File: config.mk
export PLATFORM = sky130hd
export DESIGN_NAME = kalman_cv_position_tracker_unit
export DESIGN_NICKNAME = d
export VERILOG_FILES = /design/src/hdl/kcv_pkg.sv /design/src/hdl/kcv_ctrl.sv /design/src/hdl/kcv_datapath.sv /design/src/hdl/kalman_cv_position_tracker_unit.sv
export SDC_FILE = /design/constraint.sdc
export NUM_CORES = 2
export LEC_CHECK = 0
export BUFFER_PORTS_ARGS = -buffer_cell sky130_fd_sc_hd__buf_2
export CORE_MARGIN = 2
export CORE_UTILIZATION = 55
export DETAILED_ROUTE_END_ITERATION = 8
export PLACE_DENSITY = 0.8
export SYNTH_ARGS = -nofsm -noshare
export SYNTH_HDL_FRONTEND = slang
export SYNTH_SLANG_ARGS = --single-unit
File: constraint.sdc
create_clock -name clock -period 14.8 [get_ports clock]
set_input_delay 2.22 -clock clock [delete_from_list [all_inputs] [get_ports clock]]
set_output_delay 2.22 -clock clock [all_outputs]
set_load 0.01 [all_outputs]
File: src/hdl/kcv_pkg.sv
// kcv_pkg: shared types, codes and the update microprogram of the tracker
// no dependencies; used by kcv_ctrl, kcv_datapath and the top level

package kcv_pkg;

   typedef enum logic [2:0] {
      ST_IDLE,
      ST_EXEC,
      ST_MUL2,
      ST_DIV,
      ST_DONE
   } state_type;

   typedef enum logic [2:0] {
      OP_NOP,
      OP_ADD,
      OP_SUB,
      OP_MUL,
      OP_DIV
   } op_type;

   // working registers of the datapath
   typedef enum logic [4:0] {
      R_DT, R_R, R_Q, R_Z, R_ONE,
      R_X0, R_X1, R_P00, R_P01, R_P10, R_P11,
      R_A, R_T, R_Q00, R_Q01,
      R_N00, R_N01, R_N10, R_N11,
      R_S, R_K0, R_K1, R_Y
   } reg_type;

   localparam int REG_COUNT = 23;
   localparam int UOP_COUNT = 31;
   localparam int PC_W      = 5;

   // register map of the control port
   localparam logic [1:0] CSR_TIME_STEP = 2'd0;
   localparam logic [1:0] CSR_MEAS_VAR  = 2'd1;
   localparam logic [1:0] CSR_PROC_VAR  = 2'd2;

   typedef struct packed {
      op_type  op;
      reg_type dst;
      reg_type src_a;
      reg_type src_b;
   } uop_type;

   typedef struct packed {
      logic    load;
      logic    issue;
      logic    wr;
      logic    out_load;
      op_type  op;
      reg_type dst;
      reg_type src_a;
      reg_type src_b;
   } cmd_type;

   typedef struct packed {
      logic div_done;
   } status_type;

   // predict, gain, correct, covariance update
   function automatic uop_type uop_at(input logic [PC_W-1:0] pc);
      uop_type u;
      unique case (pc)
         5'd0:  u = '{OP_MUL, R_A,   R_DT,  R_DT};
         5'd1:  u = '{OP_MUL, R_Q00, R_A,   R_Q};
         5'd2:  u = '{OP_MUL, R_Q01, R_DT,  R_Q};
         5'd3:  u = '{OP_MUL, R_T,   R_DT,  R_X1};
         5'd4:  u = '{OP_ADD, R_X0,  R_X0,  R_T};
         5'd5:  u = '{OP_MUL, R_T,   R_DT,  R_P11};
         5'd6:  u = '{OP_ADD, R_N01, R_P01, R_T};
         5'd7:  u = '{OP_ADD, R_N10, R_P10, R_T};
         5'd8:  u = '{OP_MUL, R_T,   R_DT,  R_P10};
         5'd9:  u = '{OP_ADD, R_N00, R_P00, R_T};
         5'd10: u = '{OP_MUL, R_T,   R_DT,  R_N01};
         5'd11: u = '{OP_ADD, R_N00, R_N00, R_T};
         5'd12: u = '{OP_ADD, R_N00, R_N00, R_Q00};
         5'd13: u = '{OP_ADD, R_N01, R_N01, R_Q01};
         5'd14: u = '{OP_ADD, R_N10, R_N10, R_Q01};
         5'd15: u = '{OP_ADD, R_N11, R_P11, R_Q};
         5'd16: u = '{OP_ADD, R_S,   R_N00, R_R};
         5'd17: u = '{OP_DIV, R_K0,  R_N00, R_S};
         5'd18: u = '{OP_DIV, R_K1,  R_N10, R_S};
         5'd19: u = '{OP_SUB, R_Y,   R_Z,   R_X0};
         5'd20: u = '{OP_MUL, R_T,   R_K0,  R_Y};
         5'd21: u = '{OP_ADD, R_X0,  R_X0,  R_T};
         5'd22: u = '{OP_MUL, R_T,   R_K1,  R_Y};
         5'd23: u = '{OP_ADD, R_X1,  R_X1,  R_T};
         5'd24: u = '{OP_SUB, R_T,   R_ONE, R_K0};
         5'd25: u = '{OP_MUL, R_P00, R_T,   R_N00};
         5'd26: u = '{OP_MUL, R_P01, R_T,   R_N01};
         5'd27: u = '{OP_MUL, R_A,   R_K1,  R_N00};
         5'd28: u = '{OP_SUB, R_P10, R_N10, R_A};
         5'd29: u = '{OP_MUL, R_A,   R_K1,  R_N01};
         5'd30: u = '{OP_SUB, R_P11, R_N11, R_A};
         default: u = '{OP_NOP, R_A, R_A, R_A};
      endcase
      return u;
   endfunction

endpackage

File: src/hdl/kcv_ctrl.sv
// kcv_ctrl: sequencer that steps the update microprogram and runs the handshakes
// depends on kcv_pkg

module kcv_ctrl (
   input  logic                clock,
   input  logic                reset,
   input  logic                req_valid,
   output logic                req_ready,
   output logic                rsp_valid,
   input  logic                rsp_ready,
   input  kcv_pkg::status_type status,
   output kcv_pkg::cmd_type    cmd
);

   kcv_pkg::state_type             state_ff, state_in;
   logic [kcv_pkg::PC_W-1:0]       pc_ff, pc_in;
   logic                           rsp_valid_ff, rsp_valid_in;
   kcv_pkg::uop_type               uop;
   logic                           last;
   logic                           advance;
   logic                           out_free;

   assign uop      = kcv_pkg::uop_at(pc_ff);
   assign last     = (pc_ff == kcv_pkg::PC_W'(kcv_pkg::UOP_COUNT - 1));
   assign out_free = !rsp_valid_ff || rsp_ready;

   always_comb begin
      state_in = state_ff;
      unique case (state_ff)
         kcv_pkg::ST_IDLE: begin
            if (req_valid) state_in = kcv_pkg::ST_EXEC;
         end
         kcv_pkg::ST_EXEC: begin
            if (uop.op == kcv_pkg::OP_MUL) state_in = kcv_pkg::ST_MUL2;
            else if (uop.op == kcv_pkg::OP_DIV) state_in = kcv_pkg::ST_DIV;
            else if (last) state_in = kcv_pkg::ST_DONE;
         end
         kcv_pkg::ST_MUL2: begin
            state_in = last ? kcv_pkg::ST_DONE : kcv_pkg::ST_EXEC;
         end
         kcv_pkg::ST_DIV: begin
            if (status.div_done) state_in = last ? kcv_pkg::ST_DONE : kcv_pkg::ST_EXEC;
         end
         kcv_pkg::ST_DONE: begin
            if (out_free) state_in = kcv_pkg::ST_IDLE;
         end
         default: state_in = kcv_pkg::ST_IDLE;
      endcase
   end

   always_comb begin
      cmd          = '0;
      cmd.op       = uop.op;
      cmd.dst      = uop.dst;
      cmd.src_a    = uop.src_a;
      cmd.src_b    = uop.src_b;
      advance      = 1'b0;
      req_ready    = 1'b0;
      unique case (state_ff)
         kcv_pkg::ST_IDLE: begin
            req_ready = 1'b1;
            cmd.load  = req_valid;
         end
         kcv_pkg::ST_EXEC: begin
            cmd.issue = 1'b1;
            advance   = (uop.op != kcv_pkg::OP_MUL) && (uop.op != kcv_pkg::OP_DIV);
         end
         kcv_pkg::ST_MUL2: begin
            advance = 1'b1;
         end
         kcv_pkg::ST_DIV: begin
            advance = status.div_done;
         end
         kcv_pkg::ST_DONE: begin
            cmd.out_load = out_free;
         end
         default: advance = 1'b0;
      endcase
      cmd.wr = advance;
   end

   always_comb begin
      pc_in = pc_ff;
      if (cmd.load) pc_in = '0;
      else if (advance) pc_in = pc_ff + 1'b1;
      rsp_valid_in = rsp_valid_ff;
      if (cmd.out_load) rsp_valid_in = 1'b1;
      else if (rsp_ready) rsp_valid_in = 1'b0;
   end

   always_ff @(posedge clock) begin
      if (reset) begin
         state_ff     <= kcv_pkg::ST_IDLE;
         pc_ff        <= '0;
         rsp_valid_ff <= 1'b0;
      end else begin
         state_ff     <= state_in;
         pc_ff        <= pc_in;
         rsp_valid_ff <= rsp_valid_in;
      end
   end

   assign rsp_valid = rsp_valid_ff;

`ifndef SYNTHESIS
   a_accept_starts: assert property (@(posedge clock) disable iff (reset)
      (req_valid && req_ready) |=> (state_ff == kcv_pkg::ST_EXEC && pc_ff == '0))
      else $error("accepted word did not start the microprogram");
   a_div_write: assert property (@(posedge clock) disable iff (reset)
      (cmd.wr && cmd.op == kcv_pkg::OP_DIV) |-> (state_ff == kcv_pkg::ST_DIV))
      else $error("quotient written outside divide wait");
   a_result_out: assert property (@(posedge clock) disable iff (reset)
      cmd.out_load |=> (rsp_valid && state_ff == kcv_pkg::ST_IDLE))
      else $error("result load did not raise rsp valid");
`endif

endmodule

File: src/hdl/kcv_datapath.sv
// kcv_datapath: working registers, saturating adder, shared multiplier and
// bit-serial divider; depends on kcv_pkg

module kcv_datapath #(
   parameter int DATA_WIDTH = 32,
   parameter int FRAC_BITS  = 24
) (
   input  logic                clock,
   input  logic                reset,
   input  kcv_pkg::cmd_type    cmd,
   output kcv_pkg::status_type status,
   input  logic [31:0]         measured_position,
   input  logic                select_velocity,
   input  logic [30:0]         time_step,
   input  logic [30:0]         measurement_variance,
   input  logic [30:0]         velocity_process_variance,
   output logic [31:0]         estimate,
   output logic                saturated
);

   localparam int W  = DATA_WIDTH;
   localparam int F  = FRAC_BITS;
   localparam int QW = W + F;
   localparam int MW = (2 * W + 1 > QW) ? 2 * W + 1 : QW;
   localparam int CW = $clog2(QW + 1);
   localparam longint VMAX_L = (longint'(1) <<< (W - 1)) - 1;
   localparam longint VMIN_L = -VMAX_L - 1;
   localparam longint X0_L   = ((longint'(8) <<< F) + 50) / 100;
   localparam longint P_L    = longint'(100) <<< F;
   localparam longint ONE_L  = longint'(1) <<< F;
   localparam logic [W-1:0] X0_RST  = W'((X0_L > VMAX_L) ? VMAX_L : X0_L);
   localparam logic [W-1:0] P_RST   = W'((P_L > VMAX_L) ? VMAX_L : P_L);
   localparam logic [W-1:0] ONE_VAL = W'((ONE_L > VMAX_L) ? VMAX_L : ONE_L);
   localparam logic         ONE_SAT = (ONE_L > VMAX_L);

   // clamp into the working range, msb of the result is the saturation mark
   function automatic logic [W:0] clamp_l(input longint v);
      if (v > VMAX_L) return {1'b1, W'(VMAX_L)};
      if (v < VMIN_L) return {1'b1, W'(VMIN_L)};
      return {1'b0, W'(v)};
   endfunction

   // signed value from sign and magnitude, saturated
   function automatic logic [W:0] from_mag(input logic neg, input logic [MW-1:0] m);
      logic [MW-1:0] lim;
      logic [MW-1:0] mm;
      logic          ovf;
      lim = neg ? (MW'(1) << (W - 1)) : ((MW'(1) << (W - 1)) - MW'(1));
      ovf = (m > lim);
      mm  = ovf ? lim : m;
      return {ovf, neg ? (~mm[W-1:0] + W'(1)) : mm[W-1:0]};
   endfunction

   logic [W-1:0]  regs_ff [kcv_pkg::REG_COUNT];
   logic          flag_ff, flag_in;
   logic          sel_ff;
   logic [31:0]   est_ff;
   logic          sat_ff;

   logic [W-1:0]  opa, opb;
   logic [W-1:0]  ma, mb;
   logic [W:0]    sum;
   logic [W:0]    add_res;
   logic [2*W-1:0] prod_ff;
   logic           mneg_ff;
   logic [2*W:0]   rnd;
   logic [W:0]     mul_res;

   logic [QW-1:0]  num_ff, quo_ff;
   logic [W-1:0]   rem_ff, dvs_ff;
   logic [CW-1:0]  dcnt_ff;
   logic           dbusy_ff, dneg_ff, dz_ff;
   logic [W:0]     trial;
   logic           qbit;
   logic [W:0]     div_res;

   logic [W:0]     c_dt, c_r, c_q, c_z;
   logic [W:0]     wr_val;
   logic [63:0]    est_w;
   logic           est_sat;
   logic [31:0]    est_val;

   assign opa = regs_ff[cmd.src_a];
   assign opb = regs_ff[cmd.src_b];
   assign ma  = opa[W-1] ? (~opa + W'(1)) : opa;
   assign mb  = opb[W-1] ? (~opb + W'(1)) : opb;

   // saturating add and subtract
   always_comb begin
      if (cmd.op == kcv_pkg::OP_SUB) sum = {opa[W-1], opa} - {opb[W-1], opb};
      else sum = {opa[W-1], opa} + {opb[W-1], opb};
      if (sum[W] != sum[W-1]) add_res = {1'b1, sum[W], {(W - 1){~sum[W]}}};
      else add_res = {1'b0, sum[W-1:0]};
   end

   // multiplier, from the registered product: round half away from zero, then saturate
   assign rnd     = {1'b0, prod_ff} + ((2 * W + 1)'(1) << (F - 1));
   assign mul_res = from_mag(mneg_ff, MW'(rnd >> F));

   // restoring divider, one quotient bit per cycle
   assign trial   = {rem_ff, num_ff[QW-1]};
   assign qbit    = (trial >= {1'b0, dvs_ff});
   assign div_res = dz_ff ? {1'b1, {W{1'b0}}} : from_mag(dneg_ff, MW'(quo_ff));
   assign status.div_done = dbusy_ff && (dcnt_ff == '0);

   always_ff @(posedge clock) begin
      if (reset) begin
         dbusy_ff <= 1'b0;
      end else if (cmd.issue && cmd.op == kcv_pkg::OP_DIV) begin
         dbusy_ff <= 1'b1;
      end else if (status.div_done) begin
         dbusy_ff <= 1'b0;
      end
   end

   always_ff @(posedge clock) begin
      if (cmd.issue && cmd.op == kcv_pkg::OP_DIV) begin
         num_ff  <= {ma, {F{1'b0}}};
         rem_ff  <= '0;
         quo_ff  <= '0;
         dvs_ff  <= mb;
         dneg_ff <= opa[W-1] ^ opb[W-1];
         dz_ff   <= (opb == '0);
         dcnt_ff <= CW'(QW);
      end else if (dbusy_ff && dcnt_ff != '0) begin
         rem_ff  <= qbit ? W'(trial - {1'b0, dvs_ff}) : trial[W-1:0];
         quo_ff  <= {quo_ff[QW-2:0], qbit};
         num_ff  <= {num_ff[QW-2:0], 1'b0};
         dcnt_ff <= dcnt_ff - 1'b1;
      end
      if (cmd.issue && cmd.op == kcv_pkg::OP_MUL) begin
         prod_ff <= ma * mb;
         mneg_ff <= opa[W-1] ^ opb[W-1];
      end
   end

   // operands taken from the ports at load
   assign c_dt = clamp_l(longint'({33'd0, time_step}));
   assign c_r  = clamp_l(longint'({33'd0, measurement_variance}));
   assign c_q  = clamp_l(longint'({33'd0, velocity_process_variance}));
   assign c_z  = clamp_l(longint'({{32{measured_position[31]}}, measured_position}));

   always_comb begin
      unique case (cmd.op)
         kcv_pkg::OP_ADD, kcv_pkg::OP_SUB: wr_val = add_res;
         kcv_pkg::OP_MUL:                  wr_val = mul_res;
         kcv_pkg::OP_DIV:                  wr_val = div_res;
         default:                          wr_val = '0;
      endcase
   end

   // selected estimate, clamped to the 32-bit result field
   always_comb begin
      est_w   = 64'(signed'(sel_ff ? regs_ff[kcv_pkg::R_X1] : regs_ff[kcv_pkg::R_X0]));
      est_sat = 1'b0;
      est_val = est_w[31:0];
      if ($signed(est_w) > 64'sd2147483647) begin
         est_sat = 1'b1;
         est_val = 32'h7FFF_FFFF;
      end else if ($signed(est_w) < -64'sd2147483648) begin
         est_sat = 1'b1;
         est_val = 32'h8000_0000;
      end
   end

   always_comb begin
      flag_in = flag_ff;
      if (cmd.load) flag_in = c_dt[W] | c_r[W] | c_q[W] | c_z[W] | ONE_SAT;
      else if (cmd.wr && cmd.op != kcv_pkg::OP_NOP) flag_in = flag_ff | wr_val[W];
   end

   always_ff @(posedge clock) begin
      flag_ff <= flag_in;
      if (cmd.load) begin
         regs_ff[kcv_pkg::R_DT]  <= c_dt[W-1:0];
         regs_ff[kcv_pkg::R_R]   <= c_r[W-1:0];
         regs_ff[kcv_pkg::R_Q]   <= c_q[W-1:0];
         regs_ff[kcv_pkg::R_Z]   <= c_z[W-1:0];
         regs_ff[kcv_pkg::R_ONE] <= ONE_VAL;
         sel_ff                  <= select_velocity;
      end
      if (cmd.wr && cmd.op != kcv_pkg::OP_NOP) regs_ff[cmd.dst] <= wr_val[W-1:0];
      if (cmd.out_load) begin
         est_ff <= est_val;
         sat_ff <= flag_ff | est_sat;
      end
      if (reset) begin
         regs_ff[kcv_pkg::R_X0]  <= X0_RST;
         regs_ff[kcv_pkg::R_X1]  <= '0;
         regs_ff[kcv_pkg::R_P00] <= P_RST;
         regs_ff[kcv_pkg::R_P01] <= '0;
         regs_ff[kcv_pkg::R_P10] <= '0;
         regs_ff[kcv_pkg::R_P11] <= P_RST;
      end
   end

   assign estimate  = est_ff;
   assign saturated = sat_ff;

endmodule

File: src/hdl/kalman_cv_position_tracker_unit.sv
// kalman_cv_position_tracker_unit: two-state constant-velocity tracker, top level
// depends on kcv_pkg, kcv_ctrl and kcv_datapath
// one word at a time: a new word is accepted only once the previous update is done;
// the two bit-serial gain divides dominate the update, the rest is one shared
// multiplier and one adder; the next word is taken while the previous result
// still waits in the output register
// reset: synchronous, restores position 0.08, velocity 0, covariance diag(100,100)
// and the register defaults; no clearing pass

module kalman_cv_position_tracker_unit #(
   parameter int DATA_WIDTH = 32,
   parameter int FRAC_BITS  = 24
) (
   input  logic        clock,
   input  logic        reset,
   // measurement words
   input  logic        req_tvalid,
   output logic        req_tready,
   input  logic [31:0] req_tdata,   // [31:0] measured_position
   input  logic [0:0]  req_tuser,   // [0] select_velocity
   // estimate words
   output logic        rsp_tvalid,
   input  logic        rsp_tready,
   output logic [31:0] rsp_tdata,   // [31:0] estimate
   output logic [0:0]  rsp_tuser,   // [0] saturated
   // register port
   input  logic        csr_psel,
   input  logic        csr_penable,
   input  logic        csr_pwrite,
   input  logic [3:0]  csr_paddr,
   input  logic [31:0] csr_pwdata,
   output logic [31:0] csr_prdata,
   output logic        csr_pready
);

   logic [30:0]         time_step_ff;
   logic [30:0]         meas_var_ff;
   logic [30:0]         proc_var_ff;
   logic                csr_wr;
   kcv_pkg::cmd_type    cmd;
   kcv_pkg::status_type status;

   // register writes, picked up by the datapath when the next word is accepted
   assign csr_pready = 1'b1;
   assign csr_wr     = csr_psel && csr_penable && csr_pwrite;

   always_ff @(posedge clock) begin
      if (reset) begin
         time_step_ff <= 31'd16777;
         meas_var_ff  <= 31'd48989;
         proc_var_ff  <= 31'd16777;
      end else if (csr_wr) begin
         if (csr_paddr[3:2] == kcv_pkg::CSR_TIME_STEP) time_step_ff <= csr_pwdata[30:0];
         if (csr_paddr[3:2] == kcv_pkg::CSR_MEAS_VAR)  meas_var_ff  <= csr_pwdata[30:0];
         if (csr_paddr[3:2] == kcv_pkg::CSR_PROC_VAR)  proc_var_ff  <= csr_pwdata[30:0];
      end
   end

   // read back, unmapped addresses read zero
   always_comb begin
      unique case (csr_paddr[3:2])
         kcv_pkg::CSR_TIME_STEP: csr_prdata = {1'b0, time_step_ff};
         kcv_pkg::CSR_MEAS_VAR:  csr_prdata = {1'b0, meas_var_ff};
         kcv_pkg::CSR_PROC_VAR:  csr_prdata = {1'b0, proc_var_ff};
         default:                csr_prdata = '0;
      endcase
   end

   // sequencer
   kcv_ctrl u_ctrl (
      .clock     (clock),
      .reset     (reset),
      .req_valid (req_tvalid),
      .req_ready (req_tready),
      .rsp_valid (rsp_tvalid),
      .rsp_ready (rsp_tready),
      .status    (status),
      .cmd       (cmd)
   );

   // arithmetic and filter state
   kcv_datapath #(
      .DATA_WIDTH (DATA_WIDTH),
      .FRAC_BITS  (FRAC_BITS)
   ) u_datapath (
      .clock                     (clock),
      .reset                     (reset),
      .cmd                       (cmd),
      .status                    (status),
      .measured_position         (req_tdata),
      .select_velocity           (req_tuser[0]),
      .time_step                 (time_step_ff),
      .measurement_variance      (meas_var_ff),
      .velocity_process_variance (proc_var_ff),
      .estimate                  (rsp_tdata),
      .saturated                 (rsp_tuser[0])
   );

endmodule

Yosys cells after proc, flatten, opt, wreduce, memory -nomap -nowiden --
Memory sizes are Yosys's and may differ from the RTL's. A register that Yosys moved wholly into a read port is not among the register bits. Index checks and enable logic that the tools add are counted.
Storage, ports and cells: flip-flop bits (word level) 363, input port bits 76, memories kept 2, output and inout port bits 68, ROM bits 576, bits in writable memories 736, latch bits 0
Memory list:
- u_datapath.regs_ff | words 23, bits a word 32, rd ports 4, clocked after memory_dff 0, write ports 11, RTL line kcv_datapath.sv:54 | logic [W-1:0] regs_ff [kcv_pkg::REG_COUNT];
- (no name shown) | words 32, bits a word 18, rd ports 1, clocked after memory_dff 1, write ports 0, RTL line kcv_pkg.sv:65 | unique case (pc)
Operators by class: $mul 1, add/subtract/negate cells 10, equality and inequality tests 18, multiplexer cells 57, divide/modulo/power cells 0, $lt $le $gt $ge 7, shift operators 0, reductions and logical operators 27, bitwise operators 8
Operator list (number):
- 2-to-1 mux 32 bit | 12
- 2-to-1 mux 33 bit | 7
- adder 32 x 1 -> 32 bit (second input constant) | 4
- inverter 32 bit | 4
- 2-to-1 mux 56 bit | 2
- case mux 33 bit (3 select lines) | 1
- case mux 31 bit (3 select lines) | 1
- adder 64 x 24 -> 65 bit (second input constant) | 1
- > comparator 32 bit (second input constant) | 2
- less-than comparator 32 bit (second input constant) | 2
- multiplier 32 x 32 -> 64 bit | 1
- > comparator 56 x 32 -> 1 bit | 1
- > comparator 41 x 32 -> 1 bit | 1
- adder 32 x 32 -> 33 bit | 1
- >= comparator 33 x 32 -> 1 bit | 1
- subtractor 32 x 32 -> 33 bit | 1
- logical NOT 32 bit | 1
- OR reduction 32 bit | 1
- subtractor 32 bit | 1
- 2-to-1 mux 1 bit | 22
- 2-to-1 mux 3 bit | 7
- 2-to-1 mux 5 bit | 3
- case mux 3 bit (5 select lines) | 1
- == test 3 x 2 -> 1 bit (second input constant) | 4
- 29 further kinds | 46

Depth between registers and ports, before layout --
word-level depth 11, gate-level depth with buffers 49

By module --
Synthesis repeated with hierarchy kept, for this count alone.
Unflattened totals: cells, all modules 9322, area total of the unflattened synthesis 106833.7 um^2
Modules (own cells, without submodules):
- kcv_datapath | cells an instance 8633, area an instance 100607.7 um^2, sequential area each 36945.4 um^2, times used 1
- kalman_cv_position_tracker_unit | cells an instance 461, area an instance 4393.0 um^2, sequential area each 1861.8 um^2, times used 1
- kcv_ctrl | cells an instance 228, area an instance 1833.0 um^2, sequential area each 540.5 um^2, times used 1

Worst setup path before layout --
Ideal clock, no wire load.
kind flip-flop to flip-flop, start point reg u_ctrl.uop[6] (netlist name), end point reg u_datapath.prod_ff[63], data pin, period minus slack after synthesis 11.669 ns, path buffers 6, stages on the path, launching flop included 44, setup slack 3.131 ns, data arrival time 11.410 ns, data required time 14.540 ns, path through dfxtp_1 > buf_2 > buf_2 > buf_2 > mux4_2 > mux2_2 > nand3_1 > nand4_1 > clkinv_1 > clkbuf_1 > ha_1 > inv_1 > nor4_1 > and3_1 > clkbuf_1 > nand3_1 > o31ai_1 > xnor2_1 > [... 8 more ...] > fa_1 > fa_1 > fa_1 > inv_1 > fa_1 > inv_1 > ha_1 > nand4_1 > nor3_1 > o311ai_0 > a211oi_1 > nor2_1 > a2111oi_0 > o21ai_0 > a31o_2 > o21ai_0 > a21oi_1 > xnor2_1
Between the ends: word-level cells in the longest chain between the ends 5
RTL lines:
- memory (23 x 32 bit) *
- inverter 32 bit | RTL line kcv_datapath.sv:85 | assign ma = opa[W-1] ? (~opa + W'(1)) : opa;
- adder 32 x 1 -> 32 bit | RTL line kcv_datapath.sv:85
- 2-to-1 mux 32 bit * | RTL line kcv_datapath.sv:85
- multiplier 32 x 32 -> 64 bit * | RTL line kcv_datapath.sv:132 | prod_ff <= ma * mb;
- end signal: assignment | RTL line kcv_datapath.sv:132
- end: declaration | RTL line kcv_datapath.sv:64 | logic [2*W-1:0] prod_ff;
Mark *: on every way between the ends. The rest lies on a longest branch, timed or not. A chain may end at the register's enable or synchronous reset.

Worst setup path after layout --
start point reg u_ctrl.uop[5] (netlist name), end point reg u_datapath.prod_ff[63], data pin
Between the ends: word-level cells in the longest chain between the ends 5
RTL lines (RTL line):
- memory (23 x 32 bit) *
- inverter 32 bit | kcv_datapath.sv:85
- adder 32 x 1 -> 32 bit | kcv_datapath.sv:85
- 2-to-1 mux 32 bit * | kcv_datapath.sv:85
- multiplier 32 x 32 -> 64 bit * | kcv_datapath.sv:132
Marked as above.

==> metrics.txt <==
run status=complete, but fails checks; failing checks=design-rule violations; Inst Count DP=11880; Root Driver=clkbuf_16; nets=10880; Critical Path RT=15.35 ns; GP Congestion=1.010; number of synthesized flops with an enable pin=1167; IO buf count=138; Ys Warns=0; wire per inst=31.04 µm; RSZ-0062 raised after global routing=no; min Tclk post-route=14.11 ns; max incr delay on CP=1.06 ns; TritonCTS Buffers=146; Async S/R FF share, synth=0; Distinct cells, synth=98; post-CTS sizing=0; Worst setup EP type=register; Worst-path clk slew=0.06 ns; number of global-route vias before repair=84710; layout cells sized above 1=0.1490; Congestion Overflow GR=0; sequential element share of the synthesized area=0.3699; max-slew violations=0; Final Hold Fails=0; Core ar.=192400 µm²; pin count of the biggest net entering global routing=98; Final Cycle Share=0.9533; Worst path slowest cell=dfxtp_4; WP data arrival=14.66 ns; CP Class=register to register; Clock Path Buffers=3; FMAX=70.88 MHz; routed vias=82820; synthesized area per cell=11.19 µm²; DR vias/cell=6.815; CP dominant cell by count=fa_1; Max Cap Viol=0; Syn Nets=10890; Max H-tree Level=4; Worst Max-Slew Pin Slew=1.411 ns; Hold Path Cell Cnt=2; initial drt markers=12620; HP Class=register to register; Reg2Reg Depth=36; Initial Util=0.5530; hold_ws=0.4722 ns; Reg-to-Reg Start=u_ctrl.uop[5]$_DFF_P_; Min-Delay Endpoint=u_datapath.quo_ff[43]$_SDFFE_PP0P_; setup TNS=0 ns; first-pass GRT wire length=550.7 mm; DRC Markers=7; post-route insts no fill=12150; Clock Skews=0.1012 ns; start point of the worst min-delay path=u_datapath.quo_ff[42]$_SDFFE_PP0P_; Hold Buf Count CTS=0; Layout fillers=14430; post-route ant nets=0; IO Count=144; footprint of the multi-input gates=61000 µm²; worst rel slew slack=0.05433; Pre-antenna DRT Iters=7; final WL=377.3 mm; Final Util=0.6013; die area=196900 µm²; Worst R2R Setup Slack=0.69 ns; Startpoint Class=register; Final setup viols=0; die height=443.8 µm; area delta synth->final=8.739%; flip-flop and latch area=39380 µm²; Netlist Area Pre-Place=106400 µm²; RR Endpoint=u_datapath.prod_ff[63]$_DFFE_PP_; initial antenna violation count=27; maximum fanout along the worst path=58; Yosys reg bits=1382; Clk Latency, worst-skew pair=0.86 ns; Die Wd=443.8 µm; overall routing resource usage=0.3837; clk sinks=1382; # rows=161; CTS tree=yes; synthesized instance count=9508; Setup Buffers After CTS=0; HPWL Detailed=258.4 mm; Primary FF master, synth=edfxtp_1
## worst max-delay path by stage
stage | start | slack [ns] | to | cells past startpoint
after floorplan | u_ctrl.uop[6]$_DFF_P_ | 3.13 | u_datapath.prod_ff[63]$_DFFE_PP_ | 43
after global placement | u_ctrl.uop[5]$_DFF_P_ | 1.32 | u_datapath.prod_ff[63]$_DFFE_PP_ | 37
after detailed placement | u_ctrl.uop[5]$_DFF_P_ | 1.27 | u_datapath.prod_ff[63]$_DFFE_PP_ | 36
after CTS | u_ctrl.uop[0]$_DFF_P_ | 1.16 | u_datapath.prod_ff[63]$_DFFE_PP_ | 35
after global routing | u_ctrl.uop[5]$_DFF_P_ | 0.25 | u_datapath.prod_ff[63]$_DFFE_PP_ | 36
final | u_ctrl.uop[5]$_DFF_P_ | 0.69 | u_datapath.prod_ff[63]$_DFFE_PP_ | 36
## placed cells by master (no fill, tap or decap), types with 61 or more instances in the layout
cell type / instances
a211oi_1: 61
a21o_1: 93
a21oi_1: 352
buf_2: 137
buf_4: 277
clkbuf_16: 150
dfxtp_1: 206
edfxtp_1: 1167
fa_1: 897
ha_1: 410
inv_1: 1114
mux2i_1: 195
mux4_2: 577
nand2_1: 1201
nand3_1: 87
nand4_1: 71
nor2_1: 1046
nor3_1: 92
o21ai_0: 312
xnor2_1: 128
xor2_1: 76
## cell type report
cell class,instances,share of cell area
inverter,1137,0.03692
clock inverter,53,0.005733
antenna,12,0.0002596
sequential,1382,0.3404
tap,2526,0.02732
multi-input combinational,6404,0.5274
clock buffer,212,0.03576
timing repair buffer,427,0.02622
## cells by family after synthesis
kind of cell,after synthesis,share of synthesized area
AOI/OAI and AO/OA,1153,0.06649
buffers and inverters,1722,0.06430
and+or+nand+nor,2865,0.1153
muxes,819,0.1455
DFF,1382,0.3699
adders and majority gates,1307,0.2170
other,2,0.00007060
xor gates and xnor gates,258,0.02138
## critical path: cells and delay by family, from the launching register on
family                   cells  cell delay (ns)
AO/OA/AOI/OAI                7             2.34
XOR/XNOR                     2             0.70
adder cells (fa/ha/maj)      9             4.43
buffers and inverters        6             1.48
flip-flops                   1             1.06
multiplexers                 3             1.75
AND/OR/NAND/NOR              9             1.86
## flip-flops by register name, indices dropped and copies added, names as in the netlist, 3 cells and up
signal,flops
u_ctrl.state_ff,3
proc_var_ff,31
time_step_ff,31
u_datapath.regs_ff,1024
u_datapath.rem_ff,32
u_datapath.prod_ff,41
u_ctrl.pc_ff,5
u_datapath.estimate,32
u_datapath.num_ff,32
meas_var_ff,31
u_ctrl.uop,18
u_datapath.dvs_ff,32
u_datapath.quo_ff,56
u_datapath.dcnt_ff,6
## synth_stat cells, types with 35 or more instances
cell,instances,share of area
xor2_1,81,0.0067
a21o_1,93,0.0066
nand4_1,71,0.0042
nand3_1,87,0.0041
nor2_1,1071,0.038
a211oi_1,63,0.0044
buf_2,84,0.0040
nand3b_1,38,0.0027
inv_1,1115,0.039
nor4_1,35,0.0021
nor2b_1,37,0.0022
mux4_2,577,0.12
ha_1,410,0.048
mux2i_1,195,0.018
o21ai_1,43,0.0020
clkbuf_1,397,0.014
nand2b_1,40,0.0024
o21ai_0,312,0.015
dfxtp_1,215,0.040
xnor2_1,175,0.014
nor3_1,100,0.0047
and2_1,42,0.0025
nand2_1,1211,0.043
a21oi_1,354,0.017
edfxtp_1,1167,0.33
fa_1,897,0.17
buf_1,56,0.0020
mux2_2,47,0.0050
## routing by layer
| metal | wire length, µm | vias to the layer above | share of wire | track usage |
|---|---|---|---|---|
| met5 | 149 | - | 0.00039 | 0 |
| met4 | 38270 | 22 | 0.10 | 0.3122 |
| met3 | 53780 | 2135 | 0.14 | 0.1293 |
| met2 | 168100 | 7359 | 0.45 | 0.5852 |
| met1 | 117000 | 40480 | 0.31 | 0.4416 |
| li1 | - | 32830 | - | - |
## through the flow
| stage | area (µm²) | setup WS [ns] |
|---|---|---|
| finish | 115700 | 0.6913 |
| global route | 115600 | 0.2497 |
| floorplan | 106400 | 3.131 |
| global placement | 110800 | 1.320 |
| CTS | 115600 | 1.160 |
| detailed placement | 110800 | 1.270 |
Power is left out: the tool's default activity adds up to more than one toggle a clock period on the data nets, which glitch-free logic cannot reach.
